[src/rtl/zem_pkg.sv]
// Package for the Z-algorithm exact match block: word types, command codes,
// register indexes and the controller/datapath interface structs.
// No dependencies.
`timescale 1ns / 1ps

package zem_pkg;

  localparam int CMD_W  = 2;
  localparam int SYM_W  = 8;
  localparam int IDX_W  = 12;
  localparam int Z_W    = 13;
  localparam int MPOS_W = 12;
  localparam int CFG_IDX_W  = 2;
  localparam int CFG_DATA_W = 12;

  localparam logic [CMD_W-1:0] CMD_LOAD    = 2'd0;
  localparam logic [CMD_W-1:0] CMD_READ_Z  = 2'd1;
  localparam logic [CMD_W-1:0] CMD_READ_MT = 2'd2;

  localparam logic [CFG_IDX_W-1:0] CFG_TEXT_MODE  = 2'd0;
  localparam logic [CFG_IDX_W-1:0] CFG_PATTERN_LEN = 2'd1;
  localparam logic [CFG_IDX_W-1:0] CFG_START_INDEX = 2'd2;

  typedef struct packed {
    logic [CMD_W-1:0] command;
    logic [SYM_W-1:0] symbol;
    logic             last;
    logic [IDX_W-1:0] index;
  } in_item_t;

  typedef struct packed {
    logic [Z_W-1:0]    z_value;
    logic [MPOS_W-1:0] match_position;
    logic [Z_W-1:0]    match_count;
    logic              overflow;
    logic              status;
  } out_item_t;

  // Commands from the controller to the datapath.
  typedef struct packed {
    logic capture;
    logic do_load;
    logic rd_issue;
    logic scan_init;
    logic q_from_k;
    logic zk_issue;
    logic z_from_zk;
    logic q_from_br;
    logic cmp_issue;
    logic q_inc;
    logic z_end;
    logic rec;
    logic out_load;
  } ctl_cmd_t;

  // Status from the datapath to the controller.
  typedef struct packed {
    logic [CMD_W-1:0] command;
    logic             last;
    logic             k_ge_len;
    logic             k_ge_br;
    logic             zk_lt_beta;
    logic             q_lt_len;
    logic             sym_eq;
    logic             out_free;
  } dp_stat_t;

endpackage

[src/rtl/zem_ctrl.sv]
// Controller state machine for the Z-algorithm exact match block.
// Depends on zem_pkg for the command and status structs.
`timescale 1ns / 1ps

module zem_ctrl (
  input  logic             clk_i,
  input  logic             rst_ni,
  input  logic             in_valid_i,
  output logic             in_ready_o,
  input  zem_pkg::dp_stat_t stat_i,
  output zem_pkg::ctl_cmd_t cmd_o
);

  typedef enum logic [10:0] {
    S_IDLE   = 11'b000_0000_0001,
    S_EXEC   = 11'b000_0000_0010,
    S_SINIT  = 11'b000_0000_0100,
    S_POS    = 11'b000_0000_1000,
    S_ZK     = 11'b000_0001_0000,
    S_CMPRD  = 11'b000_0010_0000,
    S_CMPCHK = 11'b000_0100_0000,
    S_ZEND   = 11'b000_1000_0000,
    S_REC    = 11'b001_0000_0000,
    S_RESP   = 11'b010_0000_0000,
    S_SPARE  = 11'b100_0000_0000
  } state_e;

  state_e state_q, state_d;

  always_comb begin
    state_d    = state_q;
    cmd_o      = '0;
    in_ready_o = 1'b0;
    case (state_q)
      S_IDLE: begin
        in_ready_o = 1'b1;
        if (in_valid_i) begin
          cmd_o.capture = 1'b1;
          state_d = S_EXEC;
        end
      end
      S_EXEC: begin
        if (stat_i.command == zem_pkg::CMD_LOAD) begin
          cmd_o.do_load = 1'b1;
          state_d = stat_i.last ? S_SINIT : S_RESP;
        end else begin
          cmd_o.rd_issue = 1'b1;
          state_d = S_RESP;
        end
      end
      S_SINIT: begin
        cmd_o.scan_init = 1'b1;
        state_d = S_POS;
      end
      S_POS: begin
        if (stat_i.k_ge_len) begin
          state_d = S_RESP;
        end else if (stat_i.k_ge_br) begin
          cmd_o.q_from_k = 1'b1;
          state_d = S_CMPRD;
        end else begin
          cmd_o.zk_issue = 1'b1;
          state_d = S_ZK;
        end
      end
      S_ZK: begin
        // Inside a Z-box: reuse the earlier value unless it reaches the box end.
        if (stat_i.zk_lt_beta) begin
          cmd_o.z_from_zk = 1'b1;
          state_d = S_REC;
        end else begin
          cmd_o.q_from_br = 1'b1;
          state_d = S_CMPRD;
        end
      end
      S_CMPRD: begin
        if (stat_i.q_lt_len) begin
          cmd_o.cmp_issue = 1'b1;
          state_d = S_CMPCHK;
        end else begin
          state_d = S_ZEND;
        end
      end
      S_CMPCHK: begin
        if (stat_i.sym_eq) begin
          cmd_o.q_inc = 1'b1;
          state_d = S_CMPRD;
        end else begin
          state_d = S_ZEND;
        end
      end
      S_ZEND: begin
        cmd_o.z_end = 1'b1;
        state_d = S_REC;
      end
      S_REC: begin
        cmd_o.rec = 1'b1;
        state_d = S_POS;
      end
      S_RESP: begin
        if (stat_i.out_free) begin
          cmd_o.out_load = 1'b1;
          state_d = S_IDLE;
        end
      end
      default: begin
        state_d = S_IDLE;
      end
    endcase
  end

  always_ff @(posedge clk_i or negedge rst_ni) begin
    if (!rst_ni) begin
      state_q <= S_IDLE;
    end else begin
      state_q <= state_d;
    end
  end

endmodule

[config.mk]
export PLATFORM = sky130hd
export DESIGN_NAME = zem_ctrl
export DESIGN_NICKNAME = d
export VERILOG_FILES = /design/src/rtl/zem_pkg.sv /design/src/rtl/zem_ctrl.sv
export SDC_FILE = /design/constraint.sdc
export NUM_CORES = 1
export LEC_CHECK = 0
export BUFFER_PORTS_ARGS = -buffer_cell sky130_fd_sc_hd__buf_4
export CORE_UTILIZATION = 52
export CTS_BUF_LIST = sky130_fd_sc_hd__clkbuf_16
export DETAILED_ROUTE_END_ITERATION = 7
export PLACE_DENSITY = 0.82
export SYNTH_ARGS = -nofsm -noshare
export SYNTH_HDL_FRONTEND = slang
export SYNTH_SLANG_ARGS = --single-unit
[constraint.sdc]
create_clock -name clk_i -period 4.32 [get_ports clk_i]
set_clock_uncertainty 0.05 [all_clocks]
set_input_delay 0.432 -clock clk_i [delete_from_list [all_inputs] [get_ports clk_i]]
set_output_delay 0.432 -clock clk_i [all_outputs]
set_load 0.03 [all_outputs]
# Yosys cells after proc, flatten, opt, wreduce, memory -nomap -nowiden
# Index checks and enable logic that the tools add are counted.
[totals]
regBits = 11
inputBits = 12
output_inout_bits = 14
wordCells = 48
[classes]
n_eq_ne = 12
muxes = 32
reduce_logical = 3
[op_table]
columns = ["op", "count"]
rows = [
  ["$pmux 11 s9", 1],
  ["$mux 11", 3],
  ["$mux 10", 2],
  ["$mux 1", 18],
  ["$mux 8", 2],
  ["$eq 11x1->1 const B", 1],
  ["$eq 11x10->1 const B", 1],
  ["$eq 11x2->1 const B", 1],
  ["$eq 11x3->1 const B", 1],
  ["$eq 11x4->1 const B", 1],
  ["$eq 11x5->1 const B", 1],
  ["$eq 11x6->1 const B", 1],
  ["$eq 11x7->1 const B", 1],
  ["$eq 11x8->1 const B", 1],
  ["$eq 11x9->1 const B", 1],
  ["$mux 9", 1],
  ["$mux 2", 4],
  ["$mux 6", 1],
  ["$ne 2x2->1 const B", 2],
  ["$logic_not 2->1", 1],
  ["$reduce_and 2->1", 1],
  ["$reduce_or 2->1", 1],
]

# Depth between registers and ports, before layout
[logic_depth]
depth_word = 3
ltp_mapped = 7
ltp_nobuf = 6

# Least setup slack after synthesis
# Ideal clock, no wire load.
[synth_timing]
path_type = "reg-to-output"
startpoint = "reg state_q[2]"
endpoint = "out cmd_o[3] in the netlist's numbering"
arrival_ns = 1.962
required_time_ns = 3.838
path_slack_ns = 1.876
path_stages_with_launch = 5
cell_sequence = "dfrtp_1 > nor4_4 > nand2_4 > or3_4 > nor3_1"
[synth_rtl]
columns = ["element", "line_no", "source"]
rows = [
  ["start: declaration", "zem_ctrl.sv:28", "state_e state_q, state_d;"],
  ["start signal: assignment", "zem_ctrl.sv:116", "state_q <= state_d;"],
  ["end: declaration", "zem_ctrl.sv:11", "output zem_pkg::ctl_cmd_t cmd_o"],
]

==> reports/qor.csv <==
stage,metric,value,unit
timing,clock.fmax,0.3838,GHz
timing,hold_slack,0.3355,ns
timing,drv_slew,0,
final_layout,largest_reg_flops,10,
final_layout,fin_nets,124,
synthesis,syn-cell-area,784.5,um2
critical_path,r2r-end,state_q[0],
synthesis,synth-edff-count,0,
power_and_ir_drop,ir_worst_vdd,249.3,uV
critical_path,cp_data_required_time,3.84,ns
final_layout,top_register,state_q,
power_and_ir_drop,p_leak,0.0004635,uW
floorplan,dieArea,0.001668,mm2
critical_path,reg2reg_slack,2.39,ns
clock_tree,cts_inserted_buffers,3,
power_and_ir_drop,total_power,516.8,uW
clock_tree,path_clk_slew,0.04,ns
worst_hold_path,hold_path_end,state_q[4],
floorplan,fp-row-count,13,
placement,dpl.hpwl,1.305,mm
clock_tree,cts_tree,yes,
floorplan,io_pins,26,
critical_path,start_kind,flip-flop,
critical_path,crit_buf_inv,1,
synthesis,ys_seq_area_share,32.06,%
drt,ant_nets,0,
drt,wire_per_inst,14.77,um
synthesis,ys_ff_latch,10,
synthesis,synthFlopType,dfrtp_1,
worst_hold_path,hold_depth,2,
critical_path,end_kind,output port,
final_layout,antennaDiodeCount,0,
final_layout,reg_top3,state_q (10),
critical_path,critical-path-max-stage-delay,0.54,ns
final_layout,drive_gt1_share,35.14,%
worst_hold_path,hp-class,in -> reg,
timing,finalSetupTns,0,ns
critical_path,critPathKind,reg -> out,
worst_hold_path,hp-start,stat_i[4],
floorplan,fp.dieW,40.84,um
critical_path,cp.arrival,2.12,ns
clock_tree,cts_root_buf,clkbuf_16,
global_routing,grt.overflow.total,0,
clock_tree,post_cts.repair.setup_buffers,0,
synthesis,ys.warnings.count,0,
floorplan,start_util,58.11,%
drt,drt_iter0_markers,15,
floorplan,die_y,40.84,um
timing,finalCritPeriodShare,60.31,%
timing,worstMarginPinSlew,0.4735,ns
clock_tree,cts.sinks,10,
timing,min_period,2.605,ns
global_routing,grt_max_degree,14,
final_layout,area_growth,33.65,%
critical_path,slowest_stage,dfrtp_1,
synthesis,netlist.area_leader.share,28.71,%
timing,hold_violations,0,
clock_tree,clk_path_buf_depth,2,
timing,finalSetupViolations,0,
synthesis,netlist_top_cells_count,"dfrtp_1 (9), nor2_1 (9), nand2_1 (7)",
job,maxCapViolCount,0,
synthesis,synth_top_area_cell,dfrtp_1,
floorplan,core,0.001350,mm2
synthesis,yosys-top-cells-area,"dfrtp_1 (29%), nor4b_4 (6.1%), nor2_1 (4.3%), nor3_1 (3.8%), nor3b_1 (3.8%)",
synthesis,async_flop_share,100.0,%
critical_path,r2r_cells,6,
drt,dr.pass1.iters,4,
global_routing,antenna_found_initial,0,
synthesis,syn_nets,98,
global_routing,grt_pass1_wl,2.780,mm
clock_tree,clk_latency,0.24,ns
timing,maxSlewHeadroom,68.44,%
timing,rsz0062_at_grt,false,
clock_tree,cts_max_level,1,
global_routing,grt_pass1_vias,647,
drt,via_per_inst,6.016,
synthesis,ys_types,36,
critical_path,crit_family,simple AND/OR/NAND/NOR gates,
synthesis,syn_avg_cell_area,9.122,um2
critical_path,crit_chain,nor3_1 -> nand2b_1 -> nor4_2 -> and3_2 -> and2_1 -> buf_4,
synthesis,synthCells,86,
drt,num_vias,758,
power_and_ir_drop,power_density,492.9,mW/mm2
final_layout,fin_util,77.66,%
drt,drc,0,
placement,port_buffers,25,
placement,gp_congestion,0.7908,
run_status,status,finished clean,
drt,drt-total-wl,1.861,mm
critical_path,worst-path-stages,6,
critical_path,worstReg2RegStart,state_q[4],
critical_path,path_max_fanout,13,
global_routing,grt_usage,25.85,%
per-stage QoR:
| step | setup slack [ns] | area (um2) | std cells |
|---|---|---|---|
| finish | 1.715 | 1049 | 126 |
| global route | 1.514 | 1049 | 126 |
| CTS | 1.709 | 1049 | 126 |
| detailed placement | 2.007 | 959.7 | 121 |
| global placement | 2.042 | 959.7 | 121 |
| floorplan | 1.876 | 784.5 | 86 |
report_power, final:
group	switching [uW]	internal, uW
sequential	26.0	110
combinational	128	87.6
clock	44.0	121
kinds of logic (layout without fill, tap and decap cells):
logic type / after synthesis / count (layout) / synth area share [%]
AO/OA/AOI/OAI: 15 / 15 / 15.31
XOR/XNOR: 2 / 2 / 2.233
flip-flops: 10 / 10 / 32.06
buffers and inverters: 10 / 35 / 6.379
AND/OR/NAND/NOR: 49 / 49 / 44.02
cell usage in the layout, fill, tap and decap left out, types with 2 or more instances in the layout:
cell type  count
nand2b_1       2
nand3b_1       2
a21oi_1        4
o211ai_1       3
clkbuf_16      3
nor3_1         6
nor4_1         4
inv_1          5
nor3b_1        4
nor4_2         2
o21ai_0        2
buf_4         25
nor4b_4        2
nand2_1        7
and2_1         2
dfrtp_1        9
nor2_1         9
timing repair:
item | CTS | global route
gates resized for setup | 0 | 0
hold endpoints to repair | 9 | 0
hold buffers | 1 | 0
worst max path at each step:
| stage | from | to | slack, ns |
|---|---|---|---|
| 3_5_place_dp | state_q[2] | cmd_o[5] | 2.01 |
| 3_3_place_gp | state_q[2] | cmd_o[5] | 2.04 |
| 2_1_floorplan | state_q[2] | cmd_o[3] | 1.88 |
| 6_report | state_q[4] | cmd_o[12] | 1.71 |
| 4_1_cts | state_q[4] | cmd_o[12] | 1.71 |
| 5_1_grt | state_q[4] | cmd_o[1] | 1.51 |
final cells by class:
type / count / area, um2
tap: 15 / 18.77
fill: 105 / 301.5
timing repair buffer: 26 / 197.7
clock inverter: 1 / 3.754
multi-input combinational: 66 / 483.0
inverter: 5 / 18.77
sequential: 10 / 251.5
clock buffer: 3 / 75.07
per-layer routing:
layer | up-vias | global-route usage, % | part of all wire [%]
met5 | - | 0 | 0
met4 | 0 | 10.00 | 1.8
met3 | 5 | 6.522 | 5.1
met2 | 25 | 40.63 | 48
met1 | 359 | 33.44 | 45
li1 | 369 | - | -
No activity file was read; power rests on OpenSTA's default activity.
